File: src/s2rgb_pkg.sv
// Shared types, constants and elaboration-time helpers for the scalar to RGB16 colormap.
// No dependencies.
package s2rgb_pkg;

   localparam int LOG2_FRAC  = 20;
   localparam int LOG2_INT_W = 7;
   localparam int LOG2_W     = LOG2_INT_W + LOG2_FRAC;
   localparam int POW_STEPS  = 20;
   localparam int LN_W       = 24;
   localparam int BASE_W     = 50;
   localparam logic signed [31:0] LN2_Q30 = 32'sd744261118;

   typedef enum logic [1:0] {
      MODE_LINEAR = 2'd0,
      MODE_LOG    = 2'd1,
      MODE_POW    = 2'd2,
      MODE_SPARE  = 2'd3
   } map_mode_type;

   typedef enum logic [1:0] {
      SCHEME_RED  = 2'd0,
      SCHEME_BLUE = 2'd1,
      SCHEME_GRAY = 2'd2,
      SCHEME_INV  = 2'd3
   } scheme_type;

   typedef enum logic [2:0] {
      CSR_MAP_MODE = 3'd0,
      CSR_SCHEME   = 3'd1,
      CSR_EXPONENT = 3'd2,
      CSR_OFFSET   = 3'd3,
      CSR_GAIN     = 3'd4
   } csr_index_type;

   typedef struct packed {
      map_mode_type       map_mode;
      scheme_type         color_scheme;
      logic signed [15:0] exponent;
      logic signed [31:0] offset;
      logic signed [31:0] gain;
   } cfg_type;

   // bitwise integer square root, elaboration use only
   function automatic logic [63:0] isqrt64(input logic [63:0] xin);
      logic [63:0] x;
      logic [63:0] r;
      logic [63:0] b;
      x = xin;
      r = '0;
      b = 64'h4000_0000_0000_0000;
      for (int s = 0; s < 32; s++) begin
         if (x >= r + b) begin
            x = x - (r + b);
            r = (r >> 1) + b;
         end else begin
            r = r >> 1;
         end
         b = b >> 2;
      end
      return r;
   endfunction

   // 2^(2^-idx) in Q.30, idx from 1
   function automatic logic [30:0] pow_factor(input int idx);
      logic [63:0] c;
      c = isqrt64(64'd2 << 60);
      for (int i = 1; i < idx; i++) begin
         c = isqrt64(c << 30);
      end
      return c[30:0];
   endfunction

endpackage

File: src/s2rgb_color.sv
// Color scheme and 16-bit clamp into the output register.
// Depends on s2rgb_pkg.
module s2rgb_color
   import s2rgb_pkg::*;
(
   input  logic               clock,
   input  logic               reset,
   input  logic               enable,
   input  cfg_type            cfg,
   input  logic               in_valid,
   input  logic signed [31:0] in_inten,
   output logic               out_valid,
   output logic [15:0]        out_red,
   output logic [15:0]        out_green,
   output logic [15:0]        out_blue
);

   function automatic logic [15:0] clamp16(input logic signed [33:0] v);
      if (v < 0)              return '0;
      else if (v > 34'sd65535) return 16'hFFFF;
      else                    return v[15:0];
   endfunction

   logic signed [33:0] twice;
   logic signed [33:0] ramp;
   logic signed [33:0] inv;
   logic [15:0] red_in, green_in, blue_in;
   logic        valid_ff;
   logic [15:0] red_ff, green_ff, blue_ff;

   always_comb begin
      twice = {in_inten[31], in_inten, 1'b0};
      ramp  = twice - 34'sd65536;
      inv   = 34'sd65536 - 34'(in_inten);
      unique case (cfg.color_scheme)
         SCHEME_RED: begin
            red_in   = clamp16(twice);
            green_in = clamp16(ramp);
            blue_in  = '0;
         end
         SCHEME_BLUE: begin
            red_in   = '0;
            green_in = clamp16(ramp);
            blue_in  = clamp16(twice);
         end
         SCHEME_GRAY: begin
            red_in   = clamp16(34'(in_inten));
            green_in = red_in;
            blue_in  = red_in;
         end
         default: begin
            red_in   = clamp16(inv);
            green_in = red_in;
            blue_in  = red_in;
         end
      endcase
   end

   always_ff @(posedge clock) begin
      if (reset) begin
         valid_ff <= 1'b0;
      end else if (enable) begin
         valid_ff <= in_valid;
      end
   end

   always_ff @(posedge clock) begin
      if (enable) begin
         red_ff   <= red_in;
         green_ff <= green_in;
         blue_ff  <= blue_in;
      end
   end

   assign out_valid = valid_ff;
   assign out_red   = red_ff;
   assign out_green = green_ff;
   assign out_blue  = blue_ff;

endmodule

File: config.mk
export PLATFORM = sky130hd
export DESIGN_NAME = s2rgb_color
export DESIGN_NICKNAME = d
export VERILOG_FILES = /design/src/s2rgb_pkg.sv /design/src/s2rgb_color.sv
export SDC_FILE = /design/constraint.sdc
export NUM_CORES = 1
export LEC_CHECK = 0
export BUFFER_PORTS_ARGS = -buffer_cell sky130_fd_sc_hd__buf_2
export CORE_MARGIN = 10
export CORE_UTILIZATION = 45
export CTS_CLUSTER_SIZE = 40
export DETAILED_ROUTE_END_ITERATION = 7
export PLACE_DENSITY = 0.78
export SYNTH_ARGS = -nofsm -noshare
export SYNTH_HDL_FRONTEND = slang
export SYNTH_SLANG_ARGS = --single-unit
File: constraint.sdc
create_clock -name clock -period 6.64 [get_ports clock]
set_input_delay 1.328 -clock clock [delete_from_list [all_inputs] [get_ports clock]]
set_output_delay 1.328 -clock clock [all_outputs]
set_load 0.1 [all_outputs]
== Word-level counts from Yosys, hierarchy flattened ==
Index checks and enable logic that the tools add are counted.
Word-level totals
  register bits after elaboration: 49
  output and inout port bits: 49
  word-level logic and storage cells: 29
Cells by class
  $add $sub $neg: 2
  order comparisons: 8
  equal/unequal tests: 2
  multiplexer cells: 11
  reduce and logical (&&, ||, !) cells: 2
Operators with widths (count)
  16-bit 2-to-1 mux: 8
  16-bit one-hot mux with 3 select lines: 2
  33-bit by 17-bit greater-than comparator with 1-bit output, second input constant: 2
  33-bit by 1-bit less-than comparator with 1-bit output, second input constant: 2
  34-bit by 17-bit greater-than comparator with 1-bit output, second input constant: 1
  34-bit by 1-bit less-than comparator with 1-bit output, second input constant: 1
  33-bit by 18-bit subtractor with 34-bit output, second input constant: 1
  18-bit by 32-bit subtractor with 33-bit output, first input constant: 1
  32-bit by 17-bit greater-than comparator with 1-bit output, second input constant: 1
  32-bit by 1-bit less-than comparator with 1-bit output, second input constant: 1
  16-bit one-hot mux with 2 select lines: 1
  2-bit by 1-bit == test with 1-bit output, second input constant: 1
  2-bit == test, second input constant: 1
  2-bit logical NOT: 1
  2-bit OR reduction: 1

== Logic depth before layout (Yosys ltp) ==
  word-level depth: 5
  mapped depth: 14

== Worst setup path after synthesis ==
Ideal clock, no wire load.
  kind: input to register
  from: in in_inten[26]
  to: reg green_ff[9], in the netlist out_green[9] (data pin)
  arrival: 4.155 ns
  required time: 6.366 ns
  path slack: 2.210 ns
  stages: 14
  buffers on the path: 1
  path through: or4_1 > nor2_1 > nand3_1 > or3_1 > ha_1 > nor4_1 > nand4b_1 > nor3_1 > nand3_1 > ha_1 > clkbuf_1 > inv_1 > o21ai_0 > nand4_1
On the way
  word-level cells in the longest chain between the ends: 5
RTL lines
  start: declaration: line s2rgb_color.sv:11  | input logic signed [31:0] in_inten,
  33-bit by 18-bit subtractor with 34-bit output or 18-bit by 32-bit subtractor with 33-bit output (tied branches): line s2rgb_color.sv:33, s2rgb_color.sv:34
  34-bit by 17-bit greater-than comparator with 1-bit output or 33-bit by 17-bit greater-than comparator with 1-bit output (tied branches): line s2rgb_color.sv:20  | else if (v > 34'sd65535) return 16'hFFFF;
  16-bit 2-to-1 mux: line s2rgb_color.sv:20
  16-bit 2-to-1 mux: line s2rgb_color.sv:19  | if (v < 0) return '0;
  16-bit one-hot mux with 2 select lines (*): line s2rgb_color.sv:35  | unique case (cfg.color_scheme)
  net green_in[9]: line s2rgb_color.sv:27  | logic [15:0] red_in, green_in, blue_in;
  end signal: assignment: line s2rgb_color.sv:70  | green_ff <= green_in;
  end: declaration: line s2rgb_color.sv:29  | logic [15:0] red_ff, green_ff, blue_ff;
Mark *: on every way through the listed nets, which the timed path passes. The rest lies on a longest branch.
A chain may end at the register's enable or synchronous reset.

== Worst setup path in the final report ==
  from: in in_inten[30]
  to: reg green_ff[13], in the netlist out_green[13] (data pin)
Same word-level chain as after synthesis.

==> flow_summary_export.csv <==
group,metric,value,unit
run_status,status,"completed",
synth,syn-instance-count,420,
routing,vias,3669,
synth,ys_warn_count,0,
clocking,cts_tree,"done",
worst_hold_path,min_from,"out_valid",
global_routing,grt_overflow_total,0,
power_and_ir_drop,p_leak,1.61,nW
finish,fin_nets,611,
placed_design,port_buffers,86,
critical_path,critPathKind,"primary input to register",
power_and_ir_drop,power.density,249,nW/um^2
synth,synth_area,3640,um^2
critical_path,cp_slowest_stage_delay,0.75,ns
die,die-area,12100,um^2
finish,n_fill_cell,784,
finish,seqCellArea,1460,um^2
die,start_util,46.6,%
synth,async_flop_share,0,%
die,die_x,110,um
synth,synth_flop_cell,"edfxtp_1",
routing,drtIter0Drc,469,
worst_hold_path,whs_path_depth,2,
clocking,clkTransAtPathRegs,0.09,ns
sta,setup_violations,0,
routing,viasPerCell,6.22,
synth,synth_edf_count,48,
finish,diodes,0,
clocking,clock_latency,0.30,ns
power_and_ir_drop,switchingPower,0.000455,W
global_routing,grtUsageMet2,32.3,%
die,coreArea,7810,um^2
sta,skew,0,ns
placed_design,place_hpwl,8.72,mm
clocking,cts_resized,0,
power_and_ir_drop,intPower,0.000597,W
sta,max_freq,202,MHz
clocking,clkSinkCount,49,
synth,synth_area_leader_cell,"edfxtp_1",
sta,min_period,4.96,ns
routing,antenna_left,0,
sta,tns,0,ns
synth,synth_top_cell_area_share,39.6,%
critical_path,cp.required,6.66,ns
critical_path,rr_startpoint,"out_valid",
finish,multi_input_area,2000,um^2
critical_path,crit_arrival,4.98,ns
sta,tightest_slew,1.03,ns
synth,ys_seq_area_share,40.2,%
critical_path,r2r_cells,2,
routing,wl_per_cell,19.6,um
placed_design,finalWeightedCongestion,0.959,
global_routing,use_met1,22.1,%
clocking,htreeDepth,2,
critical_path,rrSetupSlack,6.01,ns
power_and_ir_drop,seq_power_share,36.7,%
clocking,ctsHoldBuffers,0,
synth,ys_top_cells_by_count,"54 x nor2_1, 48 x edfxtp_1, 34 x a21oi_1, 30 x o21ai_0",
critical_path,cp-end-kind,"register",
sta,rsz0062_at_grt,"no",
critical_path,cp_max_fo,8,
synth,ys_ff_latch,49,
die,die_height,110,um
power_and_ir_drop,irDropWorstVdd,0.0757,mV
global_routing,grt_max_degree,50,
critical_path,critPathSlowestCell,"nor4_1",
synth,synth_nets,544,
synth,synth.most_common_cell,"nor2_1",
clocking,postCtsSetupBuffers,0,
synth,syn_area_per_cell,8.67,um^2
power_and_ir_drop,p_clk_share,24.9,%
die,rows,32,
global_routing,grt_use_met3,3.28,%
sta,slew_viol_final,0,
critical_path,cp_cell_sequence,"buf_2 > nor4_1 > nand3_1 > or3_1 > ha_1 > nor4_1 > nand4b_1 > nor3_1 > nand3_1 > ha_1 > inv_1 > o21ai_0 > nand4_1",
synth,synthTopCellsByArea,"edfxtp_1 40%, nor2_1 5.6%, a21oi_1 4.7%",
critical_path,r2r_end,"out_valid",
clocking,numCtsBuffers,5,
job,cap_violations,0,
clocking,cts_root_buf,"clkbuf_8",
sta,max-slew-margin-rel,31.1,%
routing,drc_errors,0,
finish,syn2layout_area_growth,16.2,%
synth,synthDistinctLibCells,64,
sta,hold_viol,0,
die,pin_count,169,
critical_path,cp-start-kind,"primary input",
global_routing,grt_pass1_wl,17.9,mm
global_routing,top_usage_layer,"met2",
clocking,cts_buffer_depth,2,
power_and_ir_drop,swShare,43.3,%
power_and_ir_drop,share_comb_of_total_power,38.4,%
global_routing,antenna_found_initial,0,
routing,dr.pass1.iters,5,
finish,utilization,54.2,%
sta,period_share,74.7,%
routing,wirelength,11.5,mm
worst_hold_path,holdPathEnd,"out_valid",
global_routing,grt_use_total,18.5,%
global_routing,grt_pass1_vias,3505,
worst_hold_path,hold_path.class,"register to register",
finish,drive_gt1_share,25.6,%
[power by group through the flow]
| stage | logic (W) | registers, W | clock network [W] |
|---|---|---|---|
| after floorplan | 0.0000868 | 0.000630 | 0 |
| after global placement | 0.000400 | 0.000392 | 0 |
| after detailed placement | 0.000404 | 0.000394 | 0 |
| after CTS | 0.000404 | 0.000387 | 0.000262 |
| after global routing | 0.000423 | 0.000389 | 0.000277 |
| final | 0.000405 | 0.000386 | 0.000262 |
[per-layer routing]
metal	wire (um)	vias up
met4	270	0
met1	4560	1725
met5	0	-
met3	942	25
met2	5780	181
li1	-	1738
[placed cells by master (no fill, tap or decap), types with 3 or more instances in the layout]
cell / Yosys / final
o21ai_0: 30 / 30
nor2b_1: 5 / 5
o211ai_1: 16 / 16
nor3_1: 16 / 16
a21oi_1: 34 / 33
inv_1: 16 / 16
a21o_1: 3 / 3
nor4_1: 9 / 9
or2_2: 4 / 4
and2_1: 3 / 3
nand2_2: 11 / 11
or4_1: 8 / 8
o21a_1: 4 / 4
nand3_1: 21 / 21
clkbuf_8: 0 / 5
edfxtp_1: 48 / 48
nor2_1: 54 / 54
nand3b_1: 3 / 3
xnor2_1: 4 / 4
and3_1: 5 / 5
ha_1: 4 / 4
o31ai_2: 4 / 4
a211oi_1: 4 / 4
nand4_1: 14 / 14
o41ai_1: 3 / 3
or3_1: 6 / 6
nand2_1: 21 / 21
buf_2: 4 / 86
[how the worst max path moves through the flow]
stage                       startpoint             to
final                     in_inten[30]  out_green[13]
after global routing      in_inten[30]  out_green[13]
after CTS                 in_inten[30]  out_green[13]
after detailed placement  in_inten[30]  out_green[13]
after global placement    in_inten[30]   out_green[3]
after floorplan           in_inten[26]   out_green[9]
[state kept, by name, indices dropped and copies added, names as in the netlist]
register	cells
out_valid	1
out_green	16
out_blue	16
out_red	16
[metrics by stage]
stage / instances / setup slack (ns) / total power, W / instance area, um^2 / hold WS (ns)
6_report: 590 / 1.68 / 0.00105 / 4230 / 0.535
3_3_place_gp: 582 / 1.52 / 0.000792 / 4090 / 0.467
3_5_place_dp: 582 / 1.47 / 0.000797 / 4090 / 0.521
5_1_grt: 590 / 1.38 / 0.00109 / 4230 / 0.593
2_1_floorplan: 420 / 2.21 / 0.000717 / 3640 / 0.971
4_1_cts: 590 / 1.79 / 0.00105 / 4230 / 0.543
[cell type report]
class | instances | share of cell area [%]
clock buffer | 5 | 1.63
clock inverter | 3 | 1.63
inverter | 16 | 1.42
multi-input combinational | 327 | 47.2
sequential | 49 | 34.6
tap | 102 | 3.02
timing repair buffer | 88 | 10.5
[kinds of logic after synthesis]
kind of cell             count (synthesis)  share of synthesized area (%)
buffers and inverters                   44                           5.29
multiplexers                             2                          0.550
flip-flops                              49                           40.2
adder cells (fa/ha/maj)                  4                           1.38
AND/OR/NAND/NOR                        193                           28.6
AO/OA/AOI/OAI                          122                           22.6
XOR/XNOR                                 6                           1.44
[worst max-delay path: cells and delay by family]
family / cells / cell delay, ns
AO/OA/AOI/OAI: 1 / 0.23
AND/OR/NAND/NOR: 8 / 2.23
adder cells (fa/ha/maj): 2 / 0.85
buffers and inverters: 2 / 0.34
No activity file was read; power rests on OpenSTA's default activity.
