--- src/s2rgb_pkg.sv ---
// Shared types, constants and elaboration-time helpers for the scalar to RGB16 colormap.
// No dependencies.
package s2rgb_pkg;

   localparam int LOG2_FRAC  = 20;
   localparam int LOG2_INT_W = 7;
   localparam int LOG2_W     = LOG2_INT_W + LOG2_FRAC;
   localparam int POW_STEPS  = 20;
   localparam int LN_W       = 24;
   localparam int BASE_W     = 50;
   localparam logic signed [31:0] LN2_Q30 = 32'sd744261118;

   typedef enum logic [1:0] {
      MODE_LINEAR = 2'd0,
      MODE_LOG    = 2'd1,
      MODE_POW    = 2'd2,
      MODE_SPARE  = 2'd3
   } map_mode_type;

   typedef enum logic [1:0] {
      SCHEME_RED  = 2'd0,
      SCHEME_BLUE = 2'd1,
      SCHEME_GRAY = 2'd2,
      SCHEME_INV  = 2'd3
   } scheme_type;

   typedef enum logic [2:0] {
      CSR_MAP_MODE = 3'd0,
      CSR_SCHEME   = 3'd1,
      CSR_EXPONENT = 3'd2,
      CSR_OFFSET   = 3'd3,
      CSR_GAIN     = 3'd4
   } csr_index_type;

   typedef struct packed {
      map_mode_type       map_mode;
      scheme_type         color_scheme;
      logic signed [15:0] exponent;
      logic signed [31:0] offset;
      logic signed [31:0] gain;
   } cfg_type;

   // bitwise integer square root, elaboration use only
   function automatic logic [63:0] isqrt64(input logic [63:0] xin);
      logic [63:0] x;
      logic [63:0] r;
      logic [63:0] b;
      x = xin;
      r = '0;
      b = 64'h4000_0000_0000_0000;
      for (int s = 0; s < 32; s++) begin
         if (x >= r + b) begin
            x = x - (r + b);
            r = (r >> 1) + b;
         end else begin
            r = r >> 1;
         end
         b = b >> 2;
      end
      return r;
   endfunction

   // 2^(2^-idx) in Q.30, idx from 1
   function automatic logic [30:0] pow_factor(input int idx);
      logic [63:0] c;
      c = isqrt64(64'd2 << 60);
      for (int i = 1; i < idx; i++) begin
         c = isqrt64(c << 30);
      end
      return c[30:0];
   endfunction

endpackage

--- src/s2rgb_gain.sv ---
// Offset add, sign-magnitude gain multiply in two partial products, truncate and saturate.
// Depends on s2rgb_pkg.
module s2rgb_gain
   import s2rgb_pkg::*;
(
   input  logic                     clock,
   input  logic                     reset,
   input  logic                     enable,
   input  cfg_type                  cfg,
   input  logic                     in_valid,
   input  logic signed [BASE_W-1:0] in_base,
   output logic                     out_valid,
   output logic signed [31:0]       out_inten
);

   logic [3:0] valid_ff;

   logic signed [BASE_W:0] sum_ff;
   logic                   neg_ff;
   logic [BASE_W-1:0]      ua_ff;
   logic [31:0]            ub_ff;
   logic                   neg2_ff;
   logic [56:0]            pp_hi_ff;
   logic [56:0]            pp_lo_ff;
   logic signed [31:0]     inten_ff;

   logic [BASE_W:0] sum_abs;
   logic [32:0]     gain_abs;
   logic [81:0]     full;
   logic [65:0]     q;
   logic signed [31:0] inten_in;

   always_comb begin
      sum_abs  = sum_ff[BASE_W] ? (BASE_W+1)'(-sum_ff) : (BASE_W+1)'(sum_ff);
      gain_abs = cfg.gain[31] ? 33'(-33'(cfg.gain)) : 33'(cfg.gain);
      full     = {pp_hi_ff, 25'b0} + 82'(pp_lo_ff);
      q        = full[81:16];
      if (neg2_ff) begin
         if (q >= 66'h8000_0000) inten_in = 32'sh8000_0000;
         else                    inten_in = -$signed(q[31:0]);
      end else begin
         if (q > 66'h7FFF_FFFF)  inten_in = 32'sh7FFF_FFFF;
         else                    inten_in = $signed(q[31:0]);
      end
   end

   always_ff @(posedge clock) begin
      if (reset) begin
         valid_ff <= '0;
      end else if (enable) begin
         valid_ff <= {valid_ff[2:0], in_valid};
      end
   end

   always_ff @(posedge clock) begin
      if (enable) begin
         sum_ff   <= (BASE_W+1)'(in_base) + (BASE_W+1)'(cfg.offset);
         neg_ff   <= sum_ff[BASE_W] ^ cfg.gain[31];
         ua_ff    <= sum_abs[BASE_W-1:0];
         ub_ff    <= gain_abs[31:0];
         neg2_ff  <= neg_ff;
         pp_hi_ff <= 57'(ua_ff[BASE_W-1:25]) * 57'(ub_ff);
         pp_lo_ff <= 57'(ua_ff[24:0]) * 57'(ub_ff);
         inten_ff <= inten_in;
      end
   end

   assign out_valid = valid_ff[3];
   assign out_inten = inten_ff;

endmodule

--- config.mk ---
export PLATFORM = sky130hd
export DESIGN_NAME = s2rgb_gain
export DESIGN_NICKNAME = d
export VERILOG_FILES = /design/src/s2rgb_pkg.sv /design/src/s2rgb_gain.sv
export SDC_FILE = /design/constraint.sdc
export NUM_CORES = 2
export LEC_CHECK = 0
export BUFFER_PORTS_ARGS = -buffer_cell sky130_fd_sc_hd__buf_2
export CAP_MARGIN = 10
export CORE_MARGIN = 10
export CORE_UTILIZATION = 45
export CTS_CLUSTER_SIZE = 40
export DETAILED_ROUTE_END_ITERATION = 7
export PLACE_DENSITY = 0.72
export SETUP_SLACK_MARGIN = 0.02
export SLEW_MARGIN = 5
export SYNTH_ARGS = -nofsm -noshare
export SYNTH_HDL_FRONTEND = slang
export SYNTH_SLANG_ARGS = --single-unit
--- constraint.sdc ---
create_clock -name clock -period 17.9 [get_ports clock]
set_clock_uncertainty 0.2 [all_clocks]
set_input_delay 0.895 -clock clock [delete_from_list [all_inputs] [get_ports clock]]
set_output_delay 0.895 -clock clock [all_outputs]
set_load 0.02 [all_outputs]
Word level (Yosys, flattened, before mapping)
Cells that the tools add are included.
{"block": "op_classes", "addsub": 5, "multipliers": 2, "n_div": 0, "n_lt_le_gt_ge": 2, "n_eq_ne": 0, "shift": 0, "mux": 5, "bitwise_logic": 1, "n_reduce_logical": 0}
{"cell": "$mul A25 B32 Y57", "count": 2}
{"cell": "$mux W32", "count": 3}
{"cell": "$add A82 B57 Y82", "count": 1}
{"cell": "$ge A66 B32 Y1 const B", "count": 1}
{"cell": "$gt A66 B31 Y1 const B", "count": 1}
{"cell": "$neg A32 Y32", "count": 2}
{"cell": "$add A50 B32 Y51", "count": 1}
{"cell": "$mux W50", "count": 1}
{"cell": "$neg A50 Y50", "count": 1}
{"cell": "$mux W31", "count": 1}
{"cell": "$xor A1 B1 Y1", "count": 1}
{"block": "word_totals", "reg_bits": 285, "latchBits": 0, "ramBits": 0, "mem_bits_ro": 0, "input_bits": 138, "output_inout_bits": 33, "mem_count": 0}

Logic depth before layout (Yosys ltp)
{"block": "logic_depth", "word_depth": 4, "ltp_mapped": 29}

Worst setup path after synthesis
OpenSTA, ideal clock, no wires.
{"block": "synth_path", "path_kind": "flip-flop to flip-flop", "startpoint": "register ub_ff[22]", "endpoint": "register pp_hi_ff[56] (data pin)", "setup_time_ps": 260, "t_arrival_ps": 7281, "t_required_ps": 17440, "setup_slack_ps": 10159, "path_stages_with_launch": 29, "synth_period_minus_slack_ps": 7741, "cell_sequence": "edfxtp_1 clkbuf_1 nand2_1 fa_1 inv_1 fa_1 inv_1 fa_1 fa_1 inv_1 fa_1 fa_1 inv_1 fa_1 inv_1 ha_1 clkbuf_1 nand2_1 nor4_1 a221o_1 a41o_1 a311o_1 a31oi_1 o31ai_1 a211oi_1 o31a_1 o21ai_0 a21oi_1 xnor2_1"}
{"block": "synth_via", "elab_chain_len": 1}
{"item": "start, declared", "line": "s2rgb_gain.sv:21", "text": "logic [31:0] ub_ff;"}
{"item": "start signal, assigned", "line": "s2rgb_gain.sv:60", "text": "ub_ff <= gain_abs[31:0];"}
{"item": "$mul A25 B32 Y57", "line": "s2rgb_gain.sv:62", "text": "pp_hi_ff <= 57'(ua_ff[BASE_W-1:25]) * 57'(ub_ff);"}
{"item": "end signal, assigned", "line": "s2rgb_gain.sv:62"}
{"item": "end, declared", "line": "s2rgb_gain.sv:23", "text": "logic [56:0] pp_hi_ff;"}
Every way passes these cells.
A chain may end at the register's enable or synchronous reset.

Worst setup path in the final report
{"block": "layout_path", "startpoint": "register ub_ff[9]", "endpoint": "register pp_hi_ff[55] (data pin)"}
The elaborated chain is that of the path after synthesis.

==> metrics list <==
- Type of the most critical hold path: flop to flop
* Share of layout cells above drive strength 1: 0.0472
* Vias post-DR: approximately 49000
* Top-level I/O count: about 170
- Clock latency at the later pin of the worst-skew pair: between 0.5 and 0.6 ns
* Leading cell types in the layout, fill and taps excluded: sky130_fd_sc_hd__inv_1 (1548), sky130_fd_sc_hd__fa_1 (1375), sky130_fd_sc_hd__nand2_1 (895), sky130_fd_sc_hd__and2_1 (848), sky130_fd_sc_hd__ha_1 (466)
- Final design area excluding fillers: ~0.07 mm²
* Via count of the first global-routing pass: 52800
- Status: completed
- Dividing the detail-routed wire length by the instance count gives 19.3 µm.
- Starting utilization of the core area: 0.454
* Final cycle utilization of the critical path: 0.549
- Worst setup slack after placement: about 8.4 ns
- In this run the remaining antenna-violating nets after routing total 0.
- Relative slew slack: 0.138
- Placement-stage cell area: 0.0688 mm²
* Storage element area: ~0.008 mm²
* Floorplan core area: 0.146 mm²
* Area used by multi-input combinational logic: 0.0511 mm²
- Weighted congestion reported at the end of routability-driven placement: 0.920
- Across the run, the number of max-cap violations was 0.
* TritonCTS clock tree: built
- The clock passes through at most 3 buffers.
* Crit start category: flop
* Commonest register cell after synthesis: sky130_fd_sc_hd__edfxtp_1
- The final count of hold timing violations was 0.
* Warnings from Yosys: 0
- Post-synthesis cell count: 7136
- Kind of end point of the critical path: flop
- The first global-routing pass estimated ~280000 µm of wire.
- At the end of the flow, the number of nets in the layout was around 9000.
- Clock period minus worst slack: 9.82 ns
- Averaged over all synthesized cells, the footprint is between 9 and 10 µm².
- Antenna violations before repair: 20
* Cell row count: between 100 and 150
- Hold_buf cts: 0
- Worst Reg2Reg Path Length in Cells: 27
- Min setup slack post-route: approximately 8.1 ns
- In the final timing run, aggregate negative setup slack is 0 ns.
- The H-tree generated during clock tree synthesis spans 2 levels.
- The final count of pins violating max slew came to 0.
- Area delta synth->final: 5.60%
- HPWL Detailed: 128000 µm
- The library cell used most frequently in the layout, excluding fill and tap cells, is sky130_fd_sc_hd__inv_1.
- The die is 404 µm tall.
* Total overflow reported by the global router: 0
- The tree is rooted in a sky130_fd_sc_hd__clkbuf_16.
- The number of clock buffers added by TritonCTS is 34.
- Counting flops with an async set or reset pin after synthesis yields a share of 0.
* Syn Std Cell Area: between 0.06 and 0.07 mm²
* Router iterations before antenna repair: 6
- Setup repair after global routing left no endpoint under its margin.
- Final cell count without fillers: approximately 9000
- Using the TritonRoute via totals, the vias-per-cell ratio works out to 5.44.
- The clock net in this run drives a total of between 200 and 300 sinks.
* Largest net degree at the start of global routing: about 180
* Full die area: 0.163 mm²
- Worst endpoint data arrival time: 9.93 ns
* Slew at the pin closest to its max-slew limit: 1.29 ns
- In the global route stage, overall resource usage came out at 0.216.
- The layout has ~14000 filler cells.
- Wires add up to about 170000 µm.
- In this run the worst path has a maximum fanout of 35.
- In this run, post-CTS repair resized a total of 0 instances.
- Buffers added on ports: 150
- DRC marker count from the first detailed-route iteration: 4489
- Once the clock tree was built, the setup fixing pass inserted 0 buffers.
- #FFs+latches synth: between 200 and 300
- Number of synthesized flops with an enable pin: between 200 and 300
- Worst path required time: between 15 and 20 ns
- DRC errors left: 0
- Based on the critical path, the design can be clocked at up to a little over 100 MHz.
- When the netlist entered floorplanning its net count stood at 9115.
- The worst hold path was traced through 0 stages.
* Instance count after placement with tap cells included: 8934
- After clock tree synthesis, the clock-pin slew on the worst setup and hold paths is approximately 0.060 ns.
- The share of the Yosys chip area taken by registers is 0.121.
* Setup violators final: 0
* Die width: approximately 400 µm
* Worst Path Class, Setup: flop to flop
- Yosys cell types: 88
-- critical path, cell delays in order, from the launching register on --
cell	delay (ns)
sky130_fd_sc_hd__edfxtp_1	0.97
sky130_fd_sc_hd__buf_4	0.64
sky130_fd_sc_hd__nand2_1	0.17
sky130_fd_sc_hd__fa_1	0.58
sky130_fd_sc_hd__inv_1	0.06
sky130_fd_sc_hd__fa_1	0.52
sky130_fd_sc_hd__inv_1	0.05
sky130_fd_sc_hd__fa_1	0.48
sky130_fd_sc_hd__inv_1	0.05
sky130_fd_sc_hd__fa_1	0.41
sky130_fd_sc_hd__fa_1	0.52
sky130_fd_sc_hd__fa_1	0.50
sky130_fd_sc_hd__inv_1	0.05
sky130_fd_sc_hd__fa_1	0.52
sky130_fd_sc_hd__inv_1	0.05
sky130_fd_sc_hd__ha_1	0.33
sky130_fd_sc_hd__and3_1	0.23
sky130_fd_sc_hd__a221o_1	0.35
sky130_fd_sc_hd__nand2b_1	0.08
sky130_fd_sc_hd__o311ai_0	0.14
sky130_fd_sc_hd__a21oi_1	0.64
sky130_fd_sc_hd__nor2_1	0.22
sky130_fd_sc_hd__o21a_1	0.27
sky130_fd_sc_hd__o41ai_1	0.70
sky130_fd_sc_hd__o211ai_1	0.25
sky130_fd_sc_hd__o211ai_1	0.21
sky130_fd_sc_hd__o21ai_0	0.16
sky130_fd_sc_hd__xor2_1	0.17
-- sequential cells by signal (all words and copies together) (netlist names) --
name	cells
pp_hi_ff	57
sum_ff	51
ua_ff	50
pp_lo_ff	41
out_inten	32
ub_ff	32
valid_ff	4
neg2_ff	1
neg_ff	1
-- synthesized netlist by cell type, drive strengths merged (26+ instances only) --
master,instances,area share
xor2,74,0.0098
xnor2,180,0.024
o21a,29,0.0033
ha,466,0.088
nor4,28,0.0027
and3,37,0.0035
nor2,143,0.0081
nor3,51,0.0041
clkbuf,346,0.020
o31ai,26,0.0031
edfxtp,265,0.12
and2,849,0.080
o21bai,27,0.0031
fa,1375,0.41
nand4,45,0.0046
a21oi,172,0.013
o21ai,114,0.0086
nand2,896,0.051
inv,1549,0.088
a21o,108,0.012
nand3,58,0.0045
-- cells by family after synthesis --
group                      Yosys count  share of synthesized area
DFF                                269                      0.121
buffers and inverters             1910                      0.108
adders and majority gates         1841                      0.503
xor gates and xnor gates           254                     0.0335
AOI/OAI and AO/OA                  620                     0.0610
and+or+nand+nor                   2228                      0.171
muxes                               14                    0.00219
-- area by class of cell --
| type | count | share of cell area |
|---|---|---|
| multi-input cells | 4957 | 0.730 |
| flip-flops and latches | 269 | 0.115 |
| inverters | 1549 | 0.0830 |
| well taps | 1917 | 0.0342 |
| repair buffers | 243 | 0.0213 |
| clock buffers | 37 | 0.0126 |
| clock inverters | 25 | 0.00448 |
| diodes | 5 | 0.000179 |
-- per-layer routing --
metal  up-vias  part of all wire  wire length, µm  GRT usage
met5         -           0.00053               92          0
met4        16             0.032             5520     0.0647
met3       414              0.11            18500     0.0470
met2      2472              0.46            79200      0.348
met1     24600              0.41            70800      0.293
li1      21400                 -                -          -
-- per-stage QoR --
step | hold slack [ns] | utilization
4_1_cts | 0.220 | 0.479
6_report | 0.221 | 0.480
5_1_grt | 0.239 | 0.480
3_3_place_gp | 0.207 | 0.471
3_5_place_dp | 0.206 | 0.471
2_1_floorplan | 0.200 | -
-- worst paths after layout --
check	end	start	slack [ns]
setup / recovery	pp_hi_ff[55]	ub_ff[9]	8.08
hold / removal	neg2_ff	neg_ff	0.22
setup reg to reg	pp_hi_ff[55]	ub_ff[9]	8.08
hold reg to reg	neg2_ff	neg_ff	0.22
Power is left out: the tool's default activity adds up to more than one toggle a clock period on the data nets, which glitch-free logic cannot reach.
